$ cat config.mk
export PLATFORM = sky130hd
export DESIGN_NAME = m3x3_mac_unit
export DESIGN_NICKNAME = d
export VERILOG_FILES = /design/src/rtl/core/matrix3x3_arith_unit_macros.svh /design/src/rtl/core/m3x3_pkg.sv /design/src/rtl/core/m3x3_mac_unit.sv
export SDC_FILE = /design/constraint.sdc
export NUM_CORES = 2
export LEC_CHECK = 0
export ABC_AREA = 0
export BUFFER_PORTS_ARGS = -buffer_cell sky130_fd_sc_hd__buf_2
export CORE_ASPECT_RATIO = 1.4
export CORE_MARGIN = 10
export CORE_UTILIZATION = 60
export DETAILED_ROUTE_END_ITERATION = 6
export GPL_ROUTABILITY_DRIVEN = 1
export HOLD_SLACK_MARGIN = 0.08
export MAX_ROUTING_LAYER = met4
export PLACE_DENSITY_LB_ADDON = 0.15
export REMOVE_ABC_BUFFERS = 1
export SYNTH_ARGS = -nofsm -noshare
export SYNTH_HDL_FRONTEND = slang
export SYNTH_SLANG_ARGS = --single-unit
$ cat constraint.sdc
create_clock -name clock -period 11.3 [get_ports clock]
set_input_delay 2.26 -clock clock [delete_from_list [all_inputs] [get_ports clock]]
set_output_delay 2.26 -clock clock [all_outputs]
set_load 0.05 [all_outputs]
$ cat src/rtl/core/matrix3x3_arith_unit_macros.svh
// Assertion helpers for the 3x3 matrix unit.
// Both take a label, clock, reset, a trigger condition, a check and a message.
`ifndef MATRIX3X3_ARITH_UNIT_MACROS_SVH
`define MATRIX3X3_ARITH_UNIT_MACROS_SVH

// check holds in the same cycle as the trigger
`define M3X3_ASSERT_SAME(label, clk, rst, ante, cons, msg) \
   label: assert property (@(posedge clk) disable iff (rst) (ante) |-> (cons)) \
      else $error(msg);

// check holds in the cycle after the trigger
`define M3X3_ASSERT_NEXT(label, clk, rst, ante, cons, msg) \
   label: assert property (@(posedge clk) disable iff (rst) (ante) |=> (cons)) \
      else $error(msg);

`endif

$ cat src/rtl/core/m3x3_pkg.sv
package m3x3_pkg;

   // element format and derived widths
   localparam int DATA_WIDTH  = 32;
   localparam int FRAC_BITS   = 16;
   localparam int ELEM_COUNT  = 9;
   localparam int IDX_WIDTH   = 4;
   localparam int OP_WIDTH    = DATA_WIDTH + 1;
   localparam int PROD_WIDTH  = 2 * OP_WIDTH;
   // cofactor terms of the determinant: difference of two shifted products
   localparam int T_WIDTH     = 2 * DATA_WIDTH - FRAC_BITS + 1;
   localparam int T_COUNT     = 3;
   localparam int T_ADDR_W    = 2;
   localparam int ACC_WIDTH   = 2 * DATA_WIDTH + 4;

   // stream packing
   localparam int REQ_VALUE_LSB   = IDX_WIDTH;
   localparam int REQ_TDATA_WIDTH = ((IDX_WIDTH + 32 + 7) / 8) * 8;
   localparam int REQ_TUSER_WIDTH = 5;
   localparam int RSP_TDATA_WIDTH = ((DATA_WIDTH + IDX_WIDTH + 7) / 8) * 8;
   localparam int RSP_PAD_WIDTH   = RSP_TDATA_WIDTH - DATA_WIDTH - IDX_WIDTH;

   localparam logic signed [OP_WIDTH-1:0] ONE_OPERAND = OP_WIDTH'(64'd1 << FRAC_BITS);

   typedef enum logic [2:0] {
      FN_ADD,
      FN_SUB,
      FN_MUL,
      FN_SCALE,
      FN_TRANSPOSE,
      FN_DET,
      FN_TRACE
   } func_type;

   typedef enum logic [2:0] {
      SRC_A,
      SRC_B,
      SRC_SCALAR,
      SRC_ONE,
      SRC_TLO,
      SRC_THI
   } src_type;

   typedef enum logic [1:0] {
      ACC_LOAD,
      ACC_ADD,
      ACC_SUB
   } acc_op_type;

   typedef enum logic [2:0] {
      ST_IDLE,
      ST_FETCH_X,
      ST_FETCH_Y,
      ST_MUL,
      ST_ACC,
      ST_EMIT
   } state_type;

   // one multiply-accumulate step
   typedef struct packed {
      src_type                 x_src;
      logic [IDX_WIDTH-1:0]    x_addr;
      src_type                 y_src;
      logic [IDX_WIDTH-1:0]    y_addr;
      logic                    shift_up;
      acc_op_type              acc_op;
      logic                    t_store;
      logic [T_ADDR_W-1:0]     t_addr;
   } uop_type;

   typedef struct packed {
      logic                    wr_en;
      logic                    wr_b;
      logic [IDX_WIDTH-1:0]    wr_addr;
      logic                    swap;
      logic [IDX_WIDTH-1:0]    rd_addr;
   } store_ctl_type;

   typedef struct packed {
      src_type                 fetch_src;
      logic [IDX_WIDTH-1:0]    fetch_addr;
      logic                    load_x;
      logic                    load_y;
      logic                    mul_en;
      logic                    acc_en;
      logic                    shift_up;
      acc_op_type              acc_op;
      logic                    t_store;
      logic [T_ADDR_W-1:0]     t_addr;
      logic                    scalar_load;
   } mac_ctl_type;

   typedef struct packed {
      logic                    valid;
      logic [IDX_WIDTH-1:0]    index;
      logic                    last;
   } emit_type;

   // row of a column-major position
   function automatic logic [IDX_WIDTH-1:0] elem_row(input logic [IDX_WIDTH-1:0] elem);
      logic [IDX_WIDTH-1:0] row;
      case (elem)
         4'd1, 4'd4, 4'd7: row = 4'd1;
         4'd2, 4'd5, 4'd8: row = 4'd2;
         default:          row = 4'd0;
      endcase
      return row;
   endfunction

   // position of the mirrored element
   function automatic int transpose_pos(input int k);
      return (k % 3) * 3 + (k / 3);
   endfunction

   function automatic logic [IDX_WIDTH-1:0] last_term(input func_type func);
      logic [IDX_WIDTH-1:0] n;
      case (func)
         FN_ADD, FN_SUB: n = 4'd1;
         FN_MUL, FN_TRACE: n = 4'd2;
         FN_DET: n = 4'd11;
         default: n = 4'd0;
      endcase
      return n;
   endfunction

   function automatic logic [IDX_WIDTH-1:0] last_elem(input func_type func);
      logic [IDX_WIDTH-1:0] n;
      case (func)
         FN_DET, FN_TRACE: n = '0;
         default: n = IDX_WIDTH'(ELEM_COUNT - 1);
      endcase
      return n;
   endfunction

   function automatic uop_type mk_uop(input src_type xs, input logic [IDX_WIDTH-1:0] xa,
                                      input src_type ys, input logic [IDX_WIDTH-1:0] ya,
                                      input logic up, input acc_op_type op,
                                      input logic ts, input logic [T_ADDR_W-1:0] ta);
      uop_type u;
      u.x_src    = xs;
      u.x_addr   = xa;
      u.y_src    = ys;
      u.y_addr   = ya;
      u.shift_up = up;
      u.acc_op   = op;
      u.t_store  = ts;
      u.t_addr   = ta;
      return u;
   endfunction

   // determinant: three cofactors into t, then a0*t0 + a3*t1 + a6*t2,
   // each wide cofactor taken as low word (shifted down) and high part (shifted up)
   function automatic uop_type det_uop(input logic [IDX_WIDTH-1:0] term);
      uop_type u;
      case (term)
         4'd0:  u = mk_uop(SRC_A, 4'd4, SRC_A, 4'd8, 1'b0, ACC_LOAD, 1'b0, 2'd0);
         4'd1:  u = mk_uop(SRC_A, 4'd5, SRC_A, 4'd7, 1'b0, ACC_SUB,  1'b1, 2'd0);
         4'd2:  u = mk_uop(SRC_A, 4'd2, SRC_A, 4'd7, 1'b0, ACC_LOAD, 1'b0, 2'd1);
         4'd3:  u = mk_uop(SRC_A, 4'd1, SRC_A, 4'd8, 1'b0, ACC_SUB,  1'b1, 2'd1);
         4'd4:  u = mk_uop(SRC_A, 4'd1, SRC_A, 4'd5, 1'b0, ACC_LOAD, 1'b0, 2'd2);
         4'd5:  u = mk_uop(SRC_A, 4'd2, SRC_A, 4'd4, 1'b0, ACC_SUB,  1'b1, 2'd2);
         4'd6:  u = mk_uop(SRC_A, 4'd0, SRC_TLO, 4'd0, 1'b0, ACC_LOAD, 1'b0, 2'd0);
         4'd7:  u = mk_uop(SRC_A, 4'd0, SRC_THI, 4'd0, 1'b1, ACC_ADD, 1'b0, 2'd0);
         4'd8:  u = mk_uop(SRC_A, 4'd3, SRC_TLO, 4'd1, 1'b0, ACC_ADD, 1'b0, 2'd0);
         4'd9:  u = mk_uop(SRC_A, 4'd3, SRC_THI, 4'd1, 1'b1, ACC_ADD, 1'b0, 2'd0);
         4'd10: u = mk_uop(SRC_A, 4'd6, SRC_TLO, 4'd2, 1'b0, ACC_ADD, 1'b0, 2'd0);
         4'd11: u = mk_uop(SRC_A, 4'd6, SRC_THI, 4'd2, 1'b1, ACC_ADD, 1'b0, 2'd0);
         default: u = mk_uop(SRC_A, 4'd0, SRC_ONE, 4'd0, 1'b0, ACC_LOAD, 1'b0, 2'd0);
      endcase
      return u;
   endfunction

   // step program of every operation
   function automatic uop_type microcode(input func_type func,
                                         input logic [IDX_WIDTH-1:0] elem,
                                         input logic [IDX_WIDTH-1:0] term);
      uop_type u;
      logic [IDX_WIDTH-1:0] row;
      logic [IDX_WIDTH-1:0] col3;
      acc_op_type op;
      row  = elem_row(elem);
      col3 = elem - row;
      op   = (term == '0) ? ACC_LOAD : ACC_ADD;
      case (func)
         FN_ADD, FN_SUB: begin
            if (term == '0) begin
               u = mk_uop(SRC_A, elem, SRC_ONE, '0, 1'b0, ACC_LOAD, 1'b0, '0);
            end else begin
               u = mk_uop(SRC_B, elem, SRC_ONE, '0, 1'b0,
                          (func == FN_SUB) ? ACC_SUB : ACC_ADD, 1'b0, '0);
            end
         end
         FN_MUL: begin
            u = mk_uop(SRC_A, (term << 1) + term + row, SRC_B, col3 + term,
                       1'b0, op, 1'b0, '0);
         end
         FN_SCALE: u = mk_uop(SRC_A, elem, SRC_SCALAR, '0, 1'b0, ACC_LOAD, 1'b0, '0);
         FN_DET: u = det_uop(term);
         FN_TRACE: u = mk_uop(SRC_A, term << 2, SRC_ONE, '0, 1'b0, op, 1'b0, '0);
         default: u = mk_uop(SRC_A, elem, SRC_ONE, '0, 1'b0, ACC_LOAD, 1'b0, '0);
      endcase
      return u;
   endfunction

endpackage

$ cat src/rtl/core/m3x3_mac_unit.sv
module m3x3_mac_unit (
   input  logic                                   clock,
   input  m3x3_pkg::mac_ctl_type                  ctl,
   input  logic signed [m3x3_pkg::DATA_WIDTH-1:0] a_rd,
   input  logic signed [m3x3_pkg::DATA_WIDTH-1:0] b_rd,
   input  logic signed [m3x3_pkg::DATA_WIDTH-1:0] scalar_value,
   output logic signed [m3x3_pkg::DATA_WIDTH-1:0] sat_value,
   output logic                                   sat_flag
);

   localparam int DW  = m3x3_pkg::DATA_WIDTH;
   localparam int OPW = m3x3_pkg::OP_WIDTH;
   localparam int PW  = m3x3_pkg::PROD_WIDTH;
   localparam int ACW = m3x3_pkg::ACC_WIDTH;
   localparam int TW  = m3x3_pkg::T_WIDTH;

   logic signed [DW-1:0]  scalar_ff, scalar_in;
   logic signed [OPW-1:0] x_ff, x_in;
   logic signed [OPW-1:0] y_ff, y_in;
   logic signed [PW-1:0]  prod_ff, prod_in;
   logic signed [ACW-1:0] acc_ff, acc_in;
   logic signed [TW-1:0]  t_ff [m3x3_pkg::T_COUNT];
   logic signed [TW-1:0]  t_in [m3x3_pkg::T_COUNT];
   logic signed [TW-1:0]  t_sel;
   logic signed [OPW-1:0] fetch;
   logic signed [ACW-1:0] prod_ext;
   logic signed [ACW-1:0] addend;
   logic                  in_range;

   // operand fetch
   always_comb begin
      case (ctl.fetch_addr[m3x3_pkg::T_ADDR_W-1:0])
         2'd1:    t_sel = t_ff[1];
         2'd2:    t_sel = t_ff[2];
         default: t_sel = t_ff[0];
      endcase
      case (ctl.fetch_src)
         m3x3_pkg::SRC_A:      fetch = OPW'(a_rd);
         m3x3_pkg::SRC_B:      fetch = OPW'(b_rd);
         m3x3_pkg::SRC_SCALAR: fetch = OPW'(scalar_ff);
         m3x3_pkg::SRC_ONE:    fetch = m3x3_pkg::ONE_OPERAND;
         m3x3_pkg::SRC_TLO:    fetch = $signed({1'b0, t_sel[DW-1:0]});
         m3x3_pkg::SRC_THI:    fetch = OPW'($signed(t_sel[TW-1:DW]));
         default:              fetch = '0;
      endcase
   end

   // operand latches and shared multiplier
   always_comb begin
      scalar_in = ctl.scalar_load ? scalar_value : scalar_ff;
      x_in      = ctl.load_x ? fetch : x_ff;
      y_in      = ctl.load_y ? fetch : y_ff;
      prod_in   = ctl.mul_en ? x_ff * y_ff : prod_ff;
   end

   // align product and accumulate; floor shift per product
   always_comb begin
      prod_ext = ACW'(prod_ff);
      addend   = ctl.shift_up ? (prod_ext <<< (DW - m3x3_pkg::FRAC_BITS))
                              : (prod_ext >>> m3x3_pkg::FRAC_BITS);
      acc_in   = acc_ff;
      if (ctl.acc_en) begin
         case (ctl.acc_op)
            m3x3_pkg::ACC_ADD: acc_in = acc_ff + addend;
            m3x3_pkg::ACC_SUB: acc_in = acc_ff - addend;
            default:           acc_in = addend;
         endcase
      end
      for (int k = 0; k < m3x3_pkg::T_COUNT; k++) begin
         t_in[k] = t_ff[k];
         if (ctl.acc_en && ctl.t_store && ctl.t_addr == m3x3_pkg::T_ADDR_W'(k)) begin
            t_in[k] = acc_in[TW-1:0];
         end
      end
   end

   always_ff @(posedge clock) begin
      scalar_ff <= scalar_in;
      x_ff      <= x_in;
      y_ff      <= y_in;
      prod_ff   <= prod_in;
      acc_ff    <= acc_in;
      t_ff      <= t_in;
   end

   // clamp to the element range
   always_comb begin
      in_range  = (&acc_ff[ACW-1:DW-1]) || !(|acc_ff[ACW-1:DW-1]);
      sat_flag  = !in_range;
      sat_value = in_range ? acc_ff[DW-1:0]
                           : {acc_ff[ACW-1], {(DW-1){!acc_ff[ACW-1]}}};
   end

endmodule

==> summary.md <==
| Metric | Value |
|---|---|
| Status | `completed` |
| Total grt overflow | `0` |
| Mapped cell area | `59300 µm²` |
| #FFs+latches synth | `379` |
| Hold depth | `2` |
| DR WL/cell | `23.6 µm` |
| Final hold violation count | `0` |
| Clock Path Buffers | `3` |
| Row cnt | `between 100 and 150` |
| Crit path kind | `flip-flop to flip-flop` |
| Share of cells above drive strength 1 | `~5.9%` |
| Worst-path clk slew | `70 ps` |
| Setup ws final | `1880 ps` |
| R2R depth | `25` |
| PortBufs | `~150` |
| Clk Tree Root Cell | `clkbuf_16` |
| Slew HR | `17.6%` |
| Cell count after synthesis | `between 6000 and 7000` |
| Vias in the first global route | `46900` |
| IO Pins | `148` |
| Post-Route Setup TNS | `0 ps` |
| GPL Wtd Cong | `0.966` |
| Skew-Pair Late Insertion Delay | `560 ps` |
| Max Clock Freq | `106 MHz` |
| Die width | `286 µm` |
| Slew @ Worst Pin | `roughly 1200 ps` |
| Overall Global Routing Usage | `32.6%` |
| Global-route wire length before repair | `270 mm` |
| Asr flop ratio synth | `0%` |
| Worst path arrival time | `about 10000 ps` |
| Largest net degree at the start of global routing | `90` |
| Initial antenna violation count | `4` |
| Crit-path max FO | `16` |
| ANT nets after route | `0` |
| Max_cap viols | `0` |
| Worst setup SP type | `flip-flop` |
| CTS Hold Buffers Added | `0` |
| Initial Util | `60.4%` |
| DRC | `0` |
| Pre-CTS WS | `1940 ps` |
| DRT iter0 DRCs | `3574` |
| Top FF cell, synth | `edfxtp_1` |
| Distinct cells, synth | `91` |
| Hold Crit Class | `flip-flop to flip-flop` |
| Unrepaired setup endpoints after global routing | `false` |
| Vias after detailed routing | `44200` |
| Detailed Routing Iterations Pass 1 | `7` |
| CTS tree | `built` |
| Synthesized area per cell | `9.68 µm²` |
| Vias per inst | `5.96` |
| Crit end category | `flip-flop` |
| Most frequent cells in the layout | `inv_1, fa_1, nand2_1` |
| Total core area | `98200 µm²` |
| Clk sinks | `around 380` |
| CTS buffer count | `37` |
| WP data required | `11590 ps` |
| Post-synth EDFFs | `330` |
| Max Slew Vio Count | `0` |
| Die height | `392 µm` |
| Sequential area share after synthesis | `18.4%` |
| Die Footprint | `between 100000 and 150000 µm²` |
| H-tree levels | `2` |
| Commonest non-fill, non-tap cell in the layout | `inv_1` |
| Synth Warn # | `0` |
| Synth-to-Final Area Change | `5.27%` |
| Final hold slack | `560 ps` |
| # fillers | `8234` |
| Postcts setup bufs | `0` |
| Post-CTS sizing | `0` |
| Final period util | `83.4%` |
| Final HPWL DP | `136 mm` |
| Register area | `10900 µm²` |
| Final setup vio count | `0` |
| Min cycle time layout | `9420 ps` |
| Total wire length | `175 mm` |
| Footprint of the multi-input gates | `42800 µm²` |
| Setup Skew | `21.3 ps` |
| Final #Nets | `7616` |
worst paths after layout:
path | start | to | slack (ps)
setup / recovery | x_ff[10]$_DFFE_PP_ | prod_ff[63]$_DFFE_PP_ | 1880
hold / removal | acc_ff[0]$_DFF_P_ | acc_ff[0]$_DFF_P_ | 560
setup reg to reg | x_ff[10]$_DFFE_PP_ | prod_ff[63]$_DFFE_PP_ | 1880
hold reg to reg | acc_ff[0]$_DFF_P_ | acc_ff[0]$_DFF_P_ | 560
logic make-up (layout without fill, tap and decap cells):
logic type,count (synthesis),in the layout,share of synthesized area [%]
adder cells (fa/ha/maj),1434,1434,44.8
flip-flops,379,379,18.4
AND/OR/NAND/NOR,1680,1680,13.9
buffers and inverters,1493,1464,9.50
XOR/XNOR,198,198,2.94
multiplexers,84,84,1.43
other,0,4,0
AO/OA/AOI/OAI,856,856,9.03
cells in the mapped netlist (all sizes together) (10+ instances only):
cell type | count | area, µm²
a211oi | 10 | 75.1
a21o | 87 | 653
a21oi | 323 | 1620
a22oi | 66 | 500
a31oi | 33 | 206
and2 | 546 | 3420
and3 | 22 | 140
buf | 30 | 140
clkbuf | 310 | 1160
dfxtp | 49 | 981
edfxtp | 330 | 9910
fa | 1146 | 22900
ha | 288 | 3600
inv | 1151 | 4320
mux2i | 77 | 771
nand2 | 672 | 2520
nand2b | 28 | 175
nand3 | 24 | 120
nand4 | 42 | 263
nor2 | 224 | 841
nor2b | 24 | 150
nor3 | 32 | 165
nor4 | 19 | 125
o211ai | 10 | 80.1
o21a | 14 | 105
o21ai | 192 | 980
o21bai | 23 | 173
o22ai | 17 | 106
o31ai | 18 | 181
or3 | 15 | 98.8
xnor2 | 95 | 840
xor2 | 103 | 902
flip-flops by register name (all words and copies together), names as in the netlist:
signal,flops
acc_ff,68
prod_ff,66
scalar_ff,32
t_ff,147
x_ff,33
y_ff,33
stage by stage:
step	utilization (%)	std cells	area, µm²
global route	63.6	7408	62400
global placement	62.3	7339	61100
detailed placement	62.3	7339	61100
finish	63.6	7410	62400
CTS	63.6	7406	62400
floorplan	-	5784	58000
routing by layer:
layer / share of wire (%) / wire length (µm) / global-route usage [%]
met4: 6.8 / 11900 / 18.1
met1: 36 / 63700 / 37.9
met5: 0 / 0 / -
met3: 6.5 / 11400 / 3.38
met2: 50 / 87800 / 55.1
area by class of cell:
type                       count  area share [%]
clock inverter                22           0.399
inverter                    1153            6.93
sequential                   379            17.5
antenna                        4          0.0160
clock buffer                  45            1.61
tap                         1311            2.63
multi-input combinational   4252            68.6
timing repair buffer         244            2.36
critical path: stages, from the launching register on:
cell      delay, ps
edfxtp_1       1170
buf_4           410
and2_1          190
fa_1            440
fa_1            520
inv_1            70
fa_1            480
inv_1            50
fa_1            480
fa_1            590
fa_1            430
fa_1            480
inv_1            50
fa_1            510
inv_1            50
ha_1            390
a21o_1          210
a21o_1          170
a221oi_1        330
o41ai_2         230
a21oi_1         280
nand2_1         130
a31o_2          300
a221oi_1        750
o31ai_1         200
xor2_1          180
Power is left out: the tool's default activity adds up to more than one toggle a clock period on the data nets, which glitch-free logic cannot reach.
