--- config.mk ---
export PLATFORM = sky130hd
export DESIGN_NAME = m3x3_sequencer
export DESIGN_NICKNAME = d
export VERILOG_FILES = /design/src/rtl/core/m3x3_pkg.sv /design/src/rtl/core/m3x3_sequencer.sv
export VERILOG_INCLUDE_DIRS = /design/src /design/src/rtl/core
export SDC_FILE = /design/constraint.sdc
export NUM_CORES = 1
export LEC_CHECK = 0
export ABC_AREA = 1
export ABC_CLOCK_PERIOD_IN_PS = 4200
export BUFFER_PORTS_ARGS = -buffer_cell sky130_fd_sc_hd__buf_2
export CORE_MARGIN = 4
export CORE_UTILIZATION = 33
export CTS_CLUSTER_SIZE = 14
export DETAILED_ROUTE_END_ITERATION = 8
export PLACE_DENSITY = 0.54
export SLEW_MARGIN = 30
export SYNTH_ARGS = -nofsm -noshare
export SYNTH_HDL_FRONTEND = slang
export SYNTH_SLANG_ARGS = --single-unit
--- constraint.sdc ---
create_clock -name clock -period 4.2 [get_ports clock]
set_input_delay 0.63 -clock clock [delete_from_list [all_inputs] [get_ports clock]]
set_output_delay 0.63 -clock clock [all_outputs]
set_load 0.01 [all_outputs]
--- src/rtl/core/matrix3x3_arith_unit_macros.svh ---
// Assertion helpers for the 3x3 matrix unit.
// Both take a label, clock, reset, a trigger condition, a check and a message.
`ifndef MATRIX3X3_ARITH_UNIT_MACROS_SVH
`define MATRIX3X3_ARITH_UNIT_MACROS_SVH

// check holds in the same cycle as the trigger
`define M3X3_ASSERT_SAME(label, clk, rst, ante, cons, msg) \
   label: assert property (@(posedge clk) disable iff (rst) (ante) |-> (cons)) \
      else $error(msg);

// check holds in the cycle after the trigger
`define M3X3_ASSERT_NEXT(label, clk, rst, ante, cons, msg) \
   label: assert property (@(posedge clk) disable iff (rst) (ante) |=> (cons)) \
      else $error(msg);

`endif

--- src/rtl/core/m3x3_pkg.sv ---
package m3x3_pkg;

   // element format and derived widths
   localparam int DATA_WIDTH  = 32;
   localparam int FRAC_BITS   = 16;
   localparam int ELEM_COUNT  = 9;
   localparam int IDX_WIDTH   = 4;
   localparam int OP_WIDTH    = DATA_WIDTH + 1;
   localparam int PROD_WIDTH  = 2 * OP_WIDTH;
   // cofactor terms of the determinant: difference of two shifted products
   localparam int T_WIDTH     = 2 * DATA_WIDTH - FRAC_BITS + 1;
   localparam int T_COUNT     = 3;
   localparam int T_ADDR_W    = 2;
   localparam int ACC_WIDTH   = 2 * DATA_WIDTH + 4;

   // stream packing
   localparam int REQ_VALUE_LSB   = IDX_WIDTH;
   localparam int REQ_TDATA_WIDTH = ((IDX_WIDTH + 32 + 7) / 8) * 8;
   localparam int REQ_TUSER_WIDTH = 5;
   localparam int RSP_TDATA_WIDTH = ((DATA_WIDTH + IDX_WIDTH + 7) / 8) * 8;
   localparam int RSP_PAD_WIDTH   = RSP_TDATA_WIDTH - DATA_WIDTH - IDX_WIDTH;

   localparam logic signed [OP_WIDTH-1:0] ONE_OPERAND = OP_WIDTH'(64'd1 << FRAC_BITS);

   typedef enum logic [2:0] {
      FN_ADD,
      FN_SUB,
      FN_MUL,
      FN_SCALE,
      FN_TRANSPOSE,
      FN_DET,
      FN_TRACE
   } func_type;

   typedef enum logic [2:0] {
      SRC_A,
      SRC_B,
      SRC_SCALAR,
      SRC_ONE,
      SRC_TLO,
      SRC_THI
   } src_type;

   typedef enum logic [1:0] {
      ACC_LOAD,
      ACC_ADD,
      ACC_SUB
   } acc_op_type;

   typedef enum logic [2:0] {
      ST_IDLE,
      ST_FETCH_X,
      ST_FETCH_Y,
      ST_MUL,
      ST_ACC,
      ST_EMIT
   } state_type;

   // one multiply-accumulate step
   typedef struct packed {
      src_type                 x_src;
      logic [IDX_WIDTH-1:0]    x_addr;
      src_type                 y_src;
      logic [IDX_WIDTH-1:0]    y_addr;
      logic                    shift_up;
      acc_op_type              acc_op;
      logic                    t_store;
      logic [T_ADDR_W-1:0]     t_addr;
   } uop_type;

   typedef struct packed {
      logic                    wr_en;
      logic                    wr_b;
      logic [IDX_WIDTH-1:0]    wr_addr;
      logic                    swap;
      logic [IDX_WIDTH-1:0]    rd_addr;
   } store_ctl_type;

   typedef struct packed {
      src_type                 fetch_src;
      logic [IDX_WIDTH-1:0]    fetch_addr;
      logic                    load_x;
      logic                    load_y;
      logic                    mul_en;
      logic                    acc_en;
      logic                    shift_up;
      acc_op_type              acc_op;
      logic                    t_store;
      logic [T_ADDR_W-1:0]     t_addr;
      logic                    scalar_load;
   } mac_ctl_type;

   typedef struct packed {
      logic                    valid;
      logic [IDX_WIDTH-1:0]    index;
      logic                    last;
   } emit_type;

   // row of a column-major position
   function automatic logic [IDX_WIDTH-1:0] elem_row(input logic [IDX_WIDTH-1:0] elem);
      logic [IDX_WIDTH-1:0] row;
      case (elem)
         4'd1, 4'd4, 4'd7: row = 4'd1;
         4'd2, 4'd5, 4'd8: row = 4'd2;
         default:          row = 4'd0;
      endcase
      return row;
   endfunction

   // position of the mirrored element
   function automatic int transpose_pos(input int k);
      return (k % 3) * 3 + (k / 3);
   endfunction

   function automatic logic [IDX_WIDTH-1:0] last_term(input func_type func);
      logic [IDX_WIDTH-1:0] n;
      case (func)
         FN_ADD, FN_SUB: n = 4'd1;
         FN_MUL, FN_TRACE: n = 4'd2;
         FN_DET: n = 4'd11;
         default: n = 4'd0;
      endcase
      return n;
   endfunction

   function automatic logic [IDX_WIDTH-1:0] last_elem(input func_type func);
      logic [IDX_WIDTH-1:0] n;
      case (func)
         FN_DET, FN_TRACE: n = '0;
         default: n = IDX_WIDTH'(ELEM_COUNT - 1);
      endcase
      return n;
   endfunction

   function automatic uop_type mk_uop(input src_type xs, input logic [IDX_WIDTH-1:0] xa,
                                      input src_type ys, input logic [IDX_WIDTH-1:0] ya,
                                      input logic up, input acc_op_type op,
                                      input logic ts, input logic [T_ADDR_W-1:0] ta);
      uop_type u;
      u.x_src    = xs;
      u.x_addr   = xa;
      u.y_src    = ys;
      u.y_addr   = ya;
      u.shift_up = up;
      u.acc_op   = op;
      u.t_store  = ts;
      u.t_addr   = ta;
      return u;
   endfunction

   // determinant: three cofactors into t, then a0*t0 + a3*t1 + a6*t2,
   // each wide cofactor taken as low word (shifted down) and high part (shifted up)
   function automatic uop_type det_uop(input logic [IDX_WIDTH-1:0] term);
      uop_type u;
      case (term)
         4'd0:  u = mk_uop(SRC_A, 4'd4, SRC_A, 4'd8, 1'b0, ACC_LOAD, 1'b0, 2'd0);
         4'd1:  u = mk_uop(SRC_A, 4'd5, SRC_A, 4'd7, 1'b0, ACC_SUB,  1'b1, 2'd0);
         4'd2:  u = mk_uop(SRC_A, 4'd2, SRC_A, 4'd7, 1'b0, ACC_LOAD, 1'b0, 2'd1);
         4'd3:  u = mk_uop(SRC_A, 4'd1, SRC_A, 4'd8, 1'b0, ACC_SUB,  1'b1, 2'd1);
         4'd4:  u = mk_uop(SRC_A, 4'd1, SRC_A, 4'd5, 1'b0, ACC_LOAD, 1'b0, 2'd2);
         4'd5:  u = mk_uop(SRC_A, 4'd2, SRC_A, 4'd4, 1'b0, ACC_SUB,  1'b1, 2'd2);
         4'd6:  u = mk_uop(SRC_A, 4'd0, SRC_TLO, 4'd0, 1'b0, ACC_LOAD, 1'b0, 2'd0);
         4'd7:  u = mk_uop(SRC_A, 4'd0, SRC_THI, 4'd0, 1'b1, ACC_ADD, 1'b0, 2'd0);
         4'd8:  u = mk_uop(SRC_A, 4'd3, SRC_TLO, 4'd1, 1'b0, ACC_ADD, 1'b0, 2'd0);
         4'd9:  u = mk_uop(SRC_A, 4'd3, SRC_THI, 4'd1, 1'b1, ACC_ADD, 1'b0, 2'd0);
         4'd10: u = mk_uop(SRC_A, 4'd6, SRC_TLO, 4'd2, 1'b0, ACC_ADD, 1'b0, 2'd0);
         4'd11: u = mk_uop(SRC_A, 4'd6, SRC_THI, 4'd2, 1'b1, ACC_ADD, 1'b0, 2'd0);
         default: u = mk_uop(SRC_A, 4'd0, SRC_ONE, 4'd0, 1'b0, ACC_LOAD, 1'b0, 2'd0);
      endcase
      return u;
   endfunction

   // step program of every operation
   function automatic uop_type microcode(input func_type func,
                                         input logic [IDX_WIDTH-1:0] elem,
                                         input logic [IDX_WIDTH-1:0] term);
      uop_type u;
      logic [IDX_WIDTH-1:0] row;
      logic [IDX_WIDTH-1:0] col3;
      acc_op_type op;
      row  = elem_row(elem);
      col3 = elem - row;
      op   = (term == '0) ? ACC_LOAD : ACC_ADD;
      case (func)
         FN_ADD, FN_SUB: begin
            if (term == '0) begin
               u = mk_uop(SRC_A, elem, SRC_ONE, '0, 1'b0, ACC_LOAD, 1'b0, '0);
            end else begin
               u = mk_uop(SRC_B, elem, SRC_ONE, '0, 1'b0,
                          (func == FN_SUB) ? ACC_SUB : ACC_ADD, 1'b0, '0);
            end
         end
         FN_MUL: begin
            u = mk_uop(SRC_A, (term << 1) + term + row, SRC_B, col3 + term,
                       1'b0, op, 1'b0, '0);
         end
         FN_SCALE: u = mk_uop(SRC_A, elem, SRC_SCALAR, '0, 1'b0, ACC_LOAD, 1'b0, '0);
         FN_DET: u = det_uop(term);
         FN_TRACE: u = mk_uop(SRC_A, term << 2, SRC_ONE, '0, 1'b0, op, 1'b0, '0);
         default: u = mk_uop(SRC_A, elem, SRC_ONE, '0, 1'b0, ACC_LOAD, 1'b0, '0);
      endcase
      return u;
   endfunction

endpackage

--- src/rtl/core/m3x3_sequencer.sv ---
`include "matrix3x3_arith_unit_macros.svh"

module m3x3_sequencer (
   input  logic                                clock,
   input  logic                                reset,
   input  logic                                req_tvalid,
   output logic                                req_tready,
   input  logic                                req_start,
   input  logic [2:0]                          req_func,
   input  logic                                req_target_b,
   input  logic [m3x3_pkg::IDX_WIDTH-1:0]      req_index,
   input  logic                                slot_free,
   output m3x3_pkg::store_ctl_type             store_ctl,
   output m3x3_pkg::mac_ctl_type               mac_ctl,
   output m3x3_pkg::emit_type                  emit
);

   m3x3_pkg::state_type                   state_ff, state_in;
   m3x3_pkg::func_type                    func_ff, func_in;
   logic [m3x3_pkg::IDX_WIDTH-1:0]        elem_ff, elem_in;
   logic [m3x3_pkg::IDX_WIDTH-1:0]        term_ff, term_in;
   m3x3_pkg::uop_type                     uop;
   logic                                  fetch_y;

   assign uop     = m3x3_pkg::microcode(func_ff, elem_ff, term_ff);
   assign fetch_y = (state_ff == m3x3_pkg::ST_FETCH_Y);

   always_ff @(posedge clock) begin
      if (reset) begin
         state_ff <= m3x3_pkg::ST_IDLE;
         func_ff  <= m3x3_pkg::FN_ADD;
         elem_ff  <= '0;
         term_ff  <= '0;
      end else begin
         state_ff <= state_in;
         func_ff  <= func_in;
         elem_ff  <= elem_in;
         term_ff  <= term_in;
      end
   end

   // next state and step controls
   always_comb begin
      state_in   = state_ff;
      func_in    = func_ff;
      elem_in    = elem_ff;
      term_in    = term_ff;
      req_tready = 1'b0;
      store_ctl  = '0;
      mac_ctl    = '0;
      emit       = '0;

      mac_ctl.fetch_src  = fetch_y ? uop.y_src : uop.x_src;
      mac_ctl.fetch_addr = fetch_y ? uop.y_addr : uop.x_addr;
      mac_ctl.shift_up   = uop.shift_up;
      mac_ctl.acc_op     = uop.acc_op;
      mac_ctl.t_store    = uop.t_store;
      mac_ctl.t_addr     = uop.t_addr;
      store_ctl.rd_addr  = mac_ctl.fetch_addr;
      store_ctl.wr_b     = req_target_b;
      store_ctl.wr_addr  = req_index;
      emit.index         = elem_ff;
      emit.last          = (elem_ff == m3x3_pkg::last_elem(func_ff));

      case (state_ff)
         m3x3_pkg::ST_IDLE: begin
            req_tready = 1'b1;
            if (req_tvalid) begin
               if (!req_start) begin
                  store_ctl.wr_en = (req_index <
                                     m3x3_pkg::IDX_WIDTH'(m3x3_pkg::ELEM_COUNT));
               end else if (req_func <= 3'(m3x3_pkg::FN_TRACE)) begin
                  func_in             = m3x3_pkg::func_type'(req_func);
                  elem_in             = '0;
                  term_in             = '0;
                  mac_ctl.scalar_load = 1'b1;
                  store_ctl.swap      = (req_func == 3'(m3x3_pkg::FN_TRANSPOSE));
                  state_in            = m3x3_pkg::ST_FETCH_X;
               end
            end
         end
         m3x3_pkg::ST_FETCH_X: begin
            mac_ctl.load_x = 1'b1;
            state_in       = m3x3_pkg::ST_FETCH_Y;
         end
         m3x3_pkg::ST_FETCH_Y: begin
            mac_ctl.load_y = 1'b1;
            state_in       = m3x3_pkg::ST_MUL;
         end
         m3x3_pkg::ST_MUL: begin
            mac_ctl.mul_en = 1'b1;
            state_in       = m3x3_pkg::ST_ACC;
         end
         m3x3_pkg::ST_ACC: begin
            mac_ctl.acc_en = 1'b1;
            if (term_ff == m3x3_pkg::last_term(func_ff)) begin
               state_in = m3x3_pkg::ST_EMIT;
            end else begin
               term_in  = term_ff + 1'b1;
               state_in = m3x3_pkg::ST_FETCH_X;
            end
         end
         m3x3_pkg::ST_EMIT: begin
            emit.valid = slot_free;
            if (slot_free) begin
               if (emit.last) begin
                  state_in = m3x3_pkg::ST_IDLE;
               end else begin
                  elem_in  = elem_ff + 1'b1;
                  term_in  = '0;
                  state_in = m3x3_pkg::ST_FETCH_X;
               end
            end
         end
         default: state_in = m3x3_pkg::ST_IDLE;
      endcase
   end

   // a valid start always begins a run
   `M3X3_ASSERT_NEXT(a_start_runs, clock, reset, req_tvalid && req_tready && req_start && (req_func <= 3'(m3x3_pkg::FN_TRACE)), state_ff == m3x3_pkg::ST_FETCH_X, "valid start did not begin a run")
   // step counter stays inside the operation's program
   `M3X3_ASSERT_SAME(a_term_bound, clock, reset, state_ff != m3x3_pkg::ST_IDLE, term_ff <= m3x3_pkg::last_term(func_ff), "step counter past end of program")
   // element counter stays inside the result run
   `M3X3_ASSERT_SAME(a_elem_bound, clock, reset, state_ff != m3x3_pkg::ST_IDLE, elem_ff <= m3x3_pkg::last_elem(func_ff), "element counter past end of run")
   // final result returns the block to idle
   `M3X3_ASSERT_NEXT(a_last_idle, clock, reset, emit.valid && emit.last, state_ff == m3x3_pkg::ST_IDLE, "run did not end after last result")

endmodule

==> results of run 1 <==
## critical path: stages, from the launching register on
cell	delay (ns)
sky130_fd_sc_hd__dfxtp_1	0.45
sky130_fd_sc_hd__inv_1	0.13
sky130_fd_sc_hd__ha_1	0.23
sky130_fd_sc_hd__nand2_1	0.09
sky130_fd_sc_hd__o211ai_1	0.14
sky130_fd_sc_hd__fa_1	0.51
sky130_fd_sc_hd__ha_1	0.13
sky130_fd_sc_hd__inv_1	0.04
sky130_fd_sc_hd__fa_1	0.47
sky130_fd_sc_hd__nor2_1	0.04
sky130_fd_sc_hd__o31ai_1	0.25
sky130_fd_sc_hd__o21ai_0	0.15
sky130_fd_sc_hd__buf_2	0.16
## per-layer routing
| metal | vias to the layer above | track usage | share of wire |
|---|---|---|---|
| li1 | 1078 | - | - |
| met1 | 914 | 0.194 | 0.48 |
| met2 | 32 | 0.239 | 0.47 |
| met3 | 11 | 0.0292 | 0.026 |
| met4 | 0 | 0.0561 | 0.022 |
| met5 | - | 0 | 0 |
## power groups by stage
stage / sequential [mW] / combinational (mW) / clock [mW]
after floorplan: 0.365 / 0.421 / 0
after global placement: 0.375 / 0.566 / 0
after detailed placement: 0.377 / 0.565 / 0
after CTS: 0.371 / 0.568 / 0.309
after global routing: 0.378 / 0.646 / 0.323
final: 0.372 / 0.558 / 0.299
## per-stage QoR
step                      hold slack (ns)  power, mW  instance area (µm²)  setup slack, ns
after floorplan                     0.556      0.787                 2220            0.837
after global placement              0.545      0.941                 2440            0.813
after detailed placement            0.559      0.942                 2440            0.794
after CTS                           0.529       1.25                 2560            0.473
after global routing                0.536       1.35                 2560            0.189
final                               0.533       1.23                 2560            0.491
## kinds of logic after synthesis
kind of cell               synth area share
adders and majority gates             0.143
xor gates and xnor gates             0.0237
buffers and inverters                 0.124
AOI/OAI and AO/OA                     0.119
and+or+nand+nor                       0.328
DFF                                   0.262
## placed cells by master, fill, tap and decap left out, types with 5 or more instances in the layout
master / count
sky130_fd_sc_hd__nand2_1: 68
sky130_fd_sc_hd__buf_2: 46
sky130_fd_sc_hd__inv_1: 41
sky130_fd_sc_hd__dfxtp_1: 29
sky130_fd_sc_hd__nor2_1: 27
sky130_fd_sc_hd__nand3_1: 22
sky130_fd_sc_hd__ha_1: 19
sky130_fd_sc_hd__o21ai_0: 16
sky130_fd_sc_hd__nand4_1: 8
sky130_fd_sc_hd__a21oi_1: 8
sky130_fd_sc_hd__clkbuf_8: 6
sky130_fd_sc_hd__nor3_1: 5
sky130_fd_sc_hd__nand3_2: 5
sky130_fd_sc_hd__xor2_1: 5
sky130_fd_sc_hd__a22oi_1: 5
## area by class of cell
type	instances	area [µm²]
well taps	77	96.3
clock inverters	1	30.0
repair buffers	46	230
inverters	46	173
flip-flops and latches	29	581
clock buffers	7	86.3
multi-input cells	219	1360
fillers	687	3860
## final timing paths
kind,start,end,slack [ns],cells after the start
hold reg to reg,elem_ff[2]$_SDFFE_PP0P_,elem_ff[2]$_SDFFE_PP0P_,0.57,3
setup / recovery,elem_ff[0]$_SDFFE_PP0P_,store_ctl[2],0.49,12
hold / removal,reset,state_ff[2]$_SDFFE_PP0P_,0.53,2
setup reg to reg,func_ff[2]$_SDFFE_PP0P_,flip-flop,1.67,11
## synthesized netlist by cell type (all sizes together) (2+ instances only)
cell | n | share of area
nor2 | 30 | 0.059
nand3 | 30 | 0.096
ha | 19 | 0.11
a21oi | 8 | 0.018
a211oi | 2 | 0.0068
nand4 | 9 | 0.032
nor3 | 5 | 0.011
buf | 12 | 0.044
a22oi | 5 | 0.017
fa | 4 | 0.036
dfxtp | 29 | 0.26
o21ai | 18 | 0.042
inv | 45 | 0.076
o211ai | 2 | 0.0068
nand2 | 70 | 0.12
xor2 | 5 | 0.020
==> run_results.csv, run 1 <==
group,metric,value,unit
power_and_ir_drop,p_clk_frac,0.244,
final_layout,layout-drive-gt1-share,0.210,
synthesis,synthesis.instances,307,
die,placementRows,29,
clocking,post_cts_setup_buffers,0,
die,die_w,90.0,µm
synthesis,synth_enable_flop_cells,0,
critical_path,critical_path_required,3.57,ns
timing,report.final.setup_viol,0,
grt,grt_antenna_before_repair,0,
clocking,post_cts_resized,0,
die,boundaryPins,49,
grt,grt_first_pass_wirelength,9770,µm
timing,period_share,0.883,
critical_path,worstPathMaxFanout,7,
power_and_ir_drop,power.net_switching,0.509,mW
critical_path,crit_type,"reg2out",
final_layout,postLayoutCoreUtil,0.398,
clocking,clock_transition_at_the_register_clock_pins_on_the_worst_setup_and_hold_paths_after_cts,0.06,ns
clocking,numCtsBuffers,5,
die,initial_core_util,0.345,
final_layout,count_of_antenna_diodes_in_the_layout,0,
synthesis,mappedNetlistArea,2220,µm²
timing,min_period,3.71,ns
clocking,tritoncts_clock_tree,"yes",
timing,fin_skew,0.00456,ns
timing,slew_headroom,0.366,
synthesis,yosys_most_used_dff,"sky130_fd_sc_hd__dfxtp_1",
detailed_routing,drt_iter0_markers,82,
detailed_routing,antenna_violating_nets_post_route,0,
placement,portBuffers,46,
clocking,clock_path_buffers,2,
power_and_ir_drop,leak_pwr,1.31,nW
die,core-area,6420,µm²
detailed_routing,drtPass1Iterations,4,
power_and_ir_drop,p_per_area,480,nW/µm²
die,die-height,90.0,µm
timing,rsz0062_at_grt,"no",
grt,global_route.overflow_total,0,
die,die_area,8090,µm²
synthesis,synth-seq-area-share,0.262,
synthesis,yosys_warnings,0,
critical_path,cp.arrival,3.08,ns
synthesis,post_synth_num_cell_types,40,
clocking,clockRootBuffer,"sky130_fd_sc_hd__clkbuf_8",
grt,grt_usage,0.147,
run,max_cap_viol_count,0,
synthesis,postSynthAreaPerCell,7.22,µm²
run_status,status,"completed",
clocking,cts_hold_buf,0,
clocking,cts.sinks,29,
clocking,cts-htree-levels,2,
clocking,worst_skew_pair.late_latency,0.28,ns
power_and_ir_drop,internal_power,0.720,mW
synthesis,flip_flop_and_latch_count_after_synthesis,29,
timing,totalNegativeSetupSlack,0,ns
grt,grt_max_degree,17,
critical_path,worstSetupEndpointType,"primary output",
final_layout,post_layout_nonfiller_instances,425,
hold_path,hold_path.class,"in2reg",
timing,finalMaxSlewViolations,0,
detailed_routing,detail_route.drc_violations,0,
power_and_ir_drop,peakVddDrop,136,µV
timing,tightest_slew,0.944,ns
critical_path,category_of_the_worst_setup_path_launch_point,"flip-flop",
placement,numPlacedInstances,417,
detailed_routing,vias,2035,
timing,report.final.hold_viol_count,0,
final_layout,areaGrowthSynthToFinish,15.4,%
timing,max_freq,270,MHz
grt,vias_in_the_first_global_route,1992,
power_and_ir_drop,fraction_of_power_consumed_by_combinational_cells,0.454,
power_and_ir_drop,p_seq_frac,0.302,
detailed_routing,postRouteWirelength,5720,µm
synthesis,syn_nets,343,
placement,gp_routability_congestion,0.798,
detailed_routing,via_per_inst,4.79,
placement,sum_of_net_half_perimeters_after_detailed_placement,4690,µm
final_layout,layout_net_count,383,
synthesis,async_flop_share,0,
power_and_ir_drop,swShare,0.414,
detailed_routing,detail_route.wl_per_cell,13.4,µm
(Power assumes the default switching activity.)
==> inputs of run 2 (changes only) <==
==> constraint.sdc (replaced) <==
create_clock -name clock -period 4.2 [get_ports clock]
set_input_delay 0.21 -clock clock [delete_from_list [all_inputs] [get_ports clock]]
set_output_delay 0.21 -clock clock [all_outputs]
set_load 0.01 [all_outputs]
==> run_results.csv, run 2 (synthesis results as in run 1) <==
group,metric,value,unit
grt,grt_first_pass_wirelength,9730,µm
die,placementRows,29,
detailed_routing,drt_iter0_markers,86,
grt,grt_antenna_before_repair,0,
clocking,numCtsBuffers,5,
clocking,post_cts_setup_buffers,0,
clocking,clockRootBuffer,"sky130_fd_sc_hd__clkbuf_8",
timing,period_share,0.788,
detailed_routing,detail_route.drc_violations,0,
critical_path,r2r.worst_path.cells,11,
critical_path,critPathLaunch,"elem_ff[0]$_SDFFE_PP0P_",
final_layout,commonest_cells_after_routing_fill_and_taps_aside,"sky130_fd_sc_hd__nand2_1, sky130_fd_sc_hd__buf_2, sky130_fd_sc_hd__inv_1",
final_layout,final_common_cell,"sky130_fd_sc_hd__nand2_1",
critical_path,category_of_the_worst_setup_path_launch_point,"flip-flop",
grt,global_route.overflow_total,0,
detailed_routing,antenna_violating_nets_post_route,0,
critical_path,critical_path_required,3.99,ns
critical_path,register_to_register_setup_slack,1.68,ns
critical_path,worstSetupEndpointType,"primary output",
run_status,status,"completed",
power_and_ir_drop,fraction_of_power_consumed_by_combinational_cells,0.482,
clocking,cts_hold_buf,0,
hold_path,hold_path.class,"in2reg",
detailed_routing,detail_route.wl_per_cell,13.5,µm
timing,rsz0062_at_grt,"no",
critical_path,worstPathMaxFanout,7,
critical_path,endpoint,"store_ctl[3]",
clocking,clock_path_buffers,2,
power_and_ir_drop,p_seq_frac,0.318,
die,die_w,90.0,µm
die,die-height,90.0,µm
final_layout,count_of_antenna_diodes_in_the_layout,0,
detailed_routing,vias,2078,
detailed_routing,via_per_inst,4.89,
die,core-area,6420,µm²
detailed_routing,drtPass1Iterations,4,
power_and_ir_drop,peakVddDrop,123,µV
clocking,post_cts_resized,0,
die,boundaryPins,49,
grt,grt_max_degree,17,
timing,slew_headroom,0.371,
timing,finalMaxSlewViolations,0,
final_layout,layout-drive-gt1-share,0.213,
die,die_area,8090,µm²
final_layout,regArea,581,µm²
clocking,tritoncts_clock_tree,"yes",
power_and_ir_drop,leak_pwr,1.29,nW
grt,vias_in_the_first_global_route,1986,
critical_path,crit_type,"reg2out",
final_layout,areaGrowthSynthToFinish,14.1,%
timing,report.final.hold_viol_count,0,
power_and_ir_drop,p_clk_frac,0.199,
detailed_routing,postRouteWirelength,5760,µm
clocking,cts-htree-levels,2,
power_and_ir_drop,internal_power,0.641,mW
placement,detailed_place.area,2440,µm²
power_and_ir_drop,swShare,0.450,
run,max_cap_viol_count,0,
clocking,clock_transition_at_the_register_clock_pins_on_the_worst_setup_and_hold_paths_after_cts,0.07,ns
timing,holdWs,0.0997,ns
timing,totalNegativeSetupSlack,0,ns
timing,max_freq,302,MHz
final_layout,fillers,691,
placement,gp_routability_congestion,0.798,
placement,sum_of_net_half_perimeters_after_detailed_placement,4660,µm
timing,min_period,3.31,ns
clocking,cts.sinks,29,
timing,fin_skew,0.00504,ns
timing,tightest_slew,0.936,ns
critical_path,cp.arrival,3.10,ns
power_and_ir_drop,power.net_switching,0.524,mW
die,initial_core_util,0.345,
final_layout,final_area,2530,µm²
placement,portBuffers,46,
final_layout,layout_net_count,383,
power_and_ir_drop,p_per_area,461,nW/µm²
timing,report.final.setup_viol,0,
hold_path,hold_path.startpoint,"reset",
final_layout,total_area_of_multi_input_combinational_cells,1360,µm²
grt,grt_usage,0.147,
clocking,worst_skew_pair.late_latency,0.29,ns
critical_path,worstReg2RegStart,"func_ff[2]$_SDFFE_PP0P_",
## run 2: changes by cell type in the layout (fill, tap and decap cells not counted), sizes merged
| cell | previous run | this run |
|---|---|---|
| bufinv | 1 | 0 |
| clkbuf | 7 | 5 |
| clkinv | 1 | 3 |
| clkinvlp | 0 | 1 |
## run 2: through the flow
step	instances	util	power (mW)	worst slack, ns
after floorplan	307	-	0.787	1.26
after global placement	417	0.380	0.941	1.23
after global routing	425	0.394	1.27	0.619
after CTS	425	0.394	1.17	0.876
after detailed placement	417	0.380	0.943	1.20
final	425	0.394	1.17	0.890
## run 2: per-layer routing
layer / up-vias / wire [µm] / part of all wire / GRT usage
li1: 1076 / - / - / -
met1: 950 / 2750 / 0.48 / 0.192
met2: 42 / 2680 / 0.47 / 0.238
met3: 10 / 211 / 0.037 / 0.0317
met4: 0 / 119 / 0.021 / 0.0548
met5: - / 0 / 0 / 0
## run 2: cell type report
type | instances | share of cell area
clock buffer | 5 | 0.0272
clock inverter | 3 | 0.00693
inverter | 46 | 0.0683
multi-input combinational | 219 | 0.539
sequential | 29 | 0.230
tap | 77 | 0.0381
timing repair buffer | 46 | 0.0910
## run 2: power by group through the flow
stage / Clock, mW / Sequential [mW] / Combinational [mW]
floorplan: 0 / 0.365 / 0.421
global route: 0.248 / 0.377 / 0.650
finish: 0.232 / 0.371 / 0.562
global placement: 0 / 0.375 / 0.566
detailed placement: 0 / 0.377 / 0.566
CTS: 0.235 / 0.370 / 0.569
## run 2: worst min path at each step
stage                                     endpoint  depth (start not counted)
after global placement    state_ff[2]$_SDFFE_PP0P_                          2
after floorplan           state_ff[0]$_SDFFE_PP0P_                          1
after CTS                 state_ff[0]$_SDFFE_PP0P_                          2
after detailed placement  state_ff[0]$_SDFFE_PP0P_                          2
final                     state_ff[2]$_SDFFE_PP0P_                          2
after global routing      state_ff[2]$_SDFFE_PP0P_                          2
## run 2: worst max-delay path: stages (launching register included)
cell	delay (ns)
sky130_fd_sc_hd__dfxtp_1	0.46
sky130_fd_sc_hd__inv_1	0.13
sky130_fd_sc_hd__ha_1	0.22
sky130_fd_sc_hd__nand2_1	0.09
sky130_fd_sc_hd__o211ai_1	0.14
sky130_fd_sc_hd__fa_1	0.51
sky130_fd_sc_hd__ha_1	0.14
sky130_fd_sc_hd__inv_1	0.05
sky130_fd_sc_hd__fa_1	0.37
sky130_fd_sc_hd__xor2_1	0.16
sky130_fd_sc_hd__o221ai_1	0.11
sky130_fd_sc_hd__o21ai_0	0.21
sky130_fd_sc_hd__nand2_1	0.09
sky130_fd_sc_hd__buf_2	0.15
==> inputs of run 3 (changes only) <==
ABC_CLOCK_PERIOD_IN_PS = 3000   (was 4200)
PLACE_DENSITY = 0.56   (was 0.54)
clock period = 3 ns   (was 4.2 ns; I/O delays follow)
==> run_results.csv, run 3 (synthesis results as in run 1) <==
group,metric,value,unit
hold_path,worstHoldPathCells,2,
detailed_routing,antenna_violating_nets_post_route,0,
clocking,tritoncts_clock_tree,"yes",
placement,gp_routability_congestion,0.861,
timing,report.final.setup_viol,4,
critical_path,worstSetupEndpointType,"primary output",
grt,vias_in_the_first_global_route,2011,
die,boundaryPins,49,
placement,portBuffers,46,
run_status,status,"finished with violations",
power_and_ir_drop,p_per_area,680,nW/µm²
timing,period_share,1.02,
timing,setup_slack,-0.0515,ns
timing,rsz0062_at_grt,"yes",
detailed_routing,postRouteWirelength,5830,µm
hold_path,hold_path.class,"in2reg",
timing,tightest_slew,0.500,ns
clocking,clockRootBuffer,"sky130_fd_sc_hd__clkbuf_8",
final_layout,postLayoutCoreUtil,0.409,
final_layout,final_common_cell,"sky130_fd_sc_hd__nand2_1",
run,max_cap_viol_count,0,
critical_path,register_to_register_setup_slack,0.40,ns
clocking,worst_skew_pair.late_latency,0.28,ns
final_layout,post_layout_nonfiller_instances,431,
timing,report.final.hold_viol_count,0,
final_layout,areaGrowthSynthToFinish,18.5,%
clocking,clock_path_buffers,2,
grt,grt_usage,0.146,
critical_path,r2r.worst_path.cells,11,
timing,slew_headroom,0.666,
timing,max_freq,328,MHz
power_and_ir_drop,peakVddDrop,177,µV
run_status,failed_checks,"setup timing",
detailed_routing,via_per_inst,4.86,
placement,detailed_place.area,2460,µm²
hold_path,hold_end,"state_ff[2]$_SDFFE_PP0P_",
die,placementRows,29,
detailed_routing,detail_route.drc_violations,0,
die,die_w,90.0,µm
timing,finalMaxSlewViolations,0,
placement,sum_of_net_half_perimeters_after_detailed_placement,4620,µm
critical_path,critPathSlowestCell,"sky130_fd_sc_hd__fa_2",
critical_path,worstReg2RegStart,"func_ff[2]$_SDFFE_PP0P_",
placement,numPlacedInstances,420,
detailed_routing,detail_route.wl_per_cell,13.5,µm
hold_path,hold_path.startpoint,"reset",
final_layout,layout_net_count,389,
timing,min_period,3.05,ns
final_layout,count_of_antenna_diodes_in_the_layout,0,
final_layout,fillers,701,
grt,grt_antenna_before_repair,0,
die,initial_core_util,0.345,
detailed_routing,drt_iter0_markers,73,
grt,grt_first_pass_wirelength,9790,µm
critical_path,category_of_the_worst_setup_path_launch_point,"flip-flop",
critical_path,worstPathMaxFanout,6,
critical_path,crit_type,"reg2out",
final_layout,layout-drive-gt1-share,0.254,
clocking,cts_hold_buf,0,
die,core-area,6420,µm²
timing,fin_skew,0.00449,ns
grt,global_route.overflow_total,0,
die,die_area,8090,µm²
final_layout,total_area_of_multi_input_combinational_cells,1370,µm²
final_layout,final_area,2630,µm²
grt,grt_max_degree,17,
power_and_ir_drop,leak_pwr,1.34,nW
clocking,numCtsBuffers,5,
critical_path,path_cells,"buf_6 -> ha_2 -> nand2_1 -> o211ai_1 -> buf_4 -> fa_1 -> ha_1 -> inv_1 -> fa_2 -> nor2_1 -> o31ai_1 -> o21ai_1 -> buf_2",
critical_path,cp.arrival,2.90,ns
clocking,clock_transition_at_the_register_clock_pins_on_the_worst_setup_and_hold_paths_after_cts,0.07,ns
detailed_routing,vias,2093,
detailed_routing,drtPass1Iterations,4,
critical_path,slowest_delay,0.51,ns
final_layout,commonest_cells_after_routing_fill_and_taps_aside,"sky130_fd_sc_hd__nand2_1, sky130_fd_sc_hd__buf_2, sky130_fd_sc_hd__inv_1",
clocking,cts-htree-levels,2,
final_layout,regArea,587,µm²
critical_path,critical_path_required,2.85,ns
clocking,cts.sinks,29,
die,die-height,90.0,µm
==> run 3: cell count changes in the layout (fill, tap and decap cells not counted), sizes merged <==
cell	delta
buf	+6
bufinv	+1
clkbuf	+2
clkinv	-2
clkinvlp	-1
==> run 3: per-stage QoR <==
step	setup TNS, ns	setup WS, ns	hold slack [ns]	power [mW]
floorplan	0	0.117	0.219	1.10
finish	-0.201	-0.0515	0.0589	1.79
global route	-0.931	-0.207	0.0628	1.95
detailed placement	0	0.0858	0.300	1.33
CTS	0	0.00207	0.0514	1.80
global placement	0	0.218	0.300	1.33
==> run 3: critical path, delay by kind of cell (launching register included) <==
family | cells | cell delay [ns]
fa+ha+maj | 4 | 1.31
compound gates | 3 | 0.40
buf+inv | 4 | 0.49
flops | 1 | 0.33
simple gates | 2 | 0.10
==> run 3: final cells by class <==
type / instances / share of cell area
repair buffers: 52 / 0.106
multi-input cells: 219 / 0.523
inverters: 46 / 0.0667
clock inverters: 1 / 0.0114
well taps: 77 / 0.0367
clock buffers: 7 / 0.0329
flip-flops and latches: 29 / 0.223
==> run 3: worst max path at each step <==
stage	from	endpoint	slack [ns]	cells after the start
detailed placement	elem_ff[1]$_SDFFE_PP0P_	store_ctl[3]	0.09	13
CTS	elem_ff[1]$_SDFFE_PP0P_	mac_ctl[13]	0.002	12
global placement	elem_ff[1]$_SDFFE_PP0P_	store_ctl[3]	0.22	13
global route	elem_ff[0]$_SDFFE_PP0P_	store_ctl[3]	-0.21	15
finish	elem_ff[0]$_SDFFE_PP0P_	mac_ctl[13]	-0.05	13
floorplan	elem_ff[0]$_SDFFE_PP0P_	store_ctl[2]	0.12	12
==> run 3: layer usage <==
layer,up-vias,track usage,part of all wire
met2,34,0.246,0.47
met1,958,0.187,0.48
met4,0,0.0459,0.013
met3,8,0.0317,0.035
met5,-,0,0
li1,1093,-,-
==> run 3: timing repair <==
| item | in CTS | in global routing |
|---|---|---|
| buffers inserted | 2 | 1 |
| endpoints found under the setup margin | 6 | 6 |
| pin swaps | 3 | 5 |
| resized for setup | 15 | 3 |
==> run 3: where the power goes <==
group	leakage (nW)	switching, mW	internal, mW	total (mW)
Clock	0.0585	0.150	0.271	0.421
Sequential	0.238	0.0530	0.458	0.511
Combinational	1.05	0.532	0.323	0.855
Total	1.34	0.736	1.05	1.79
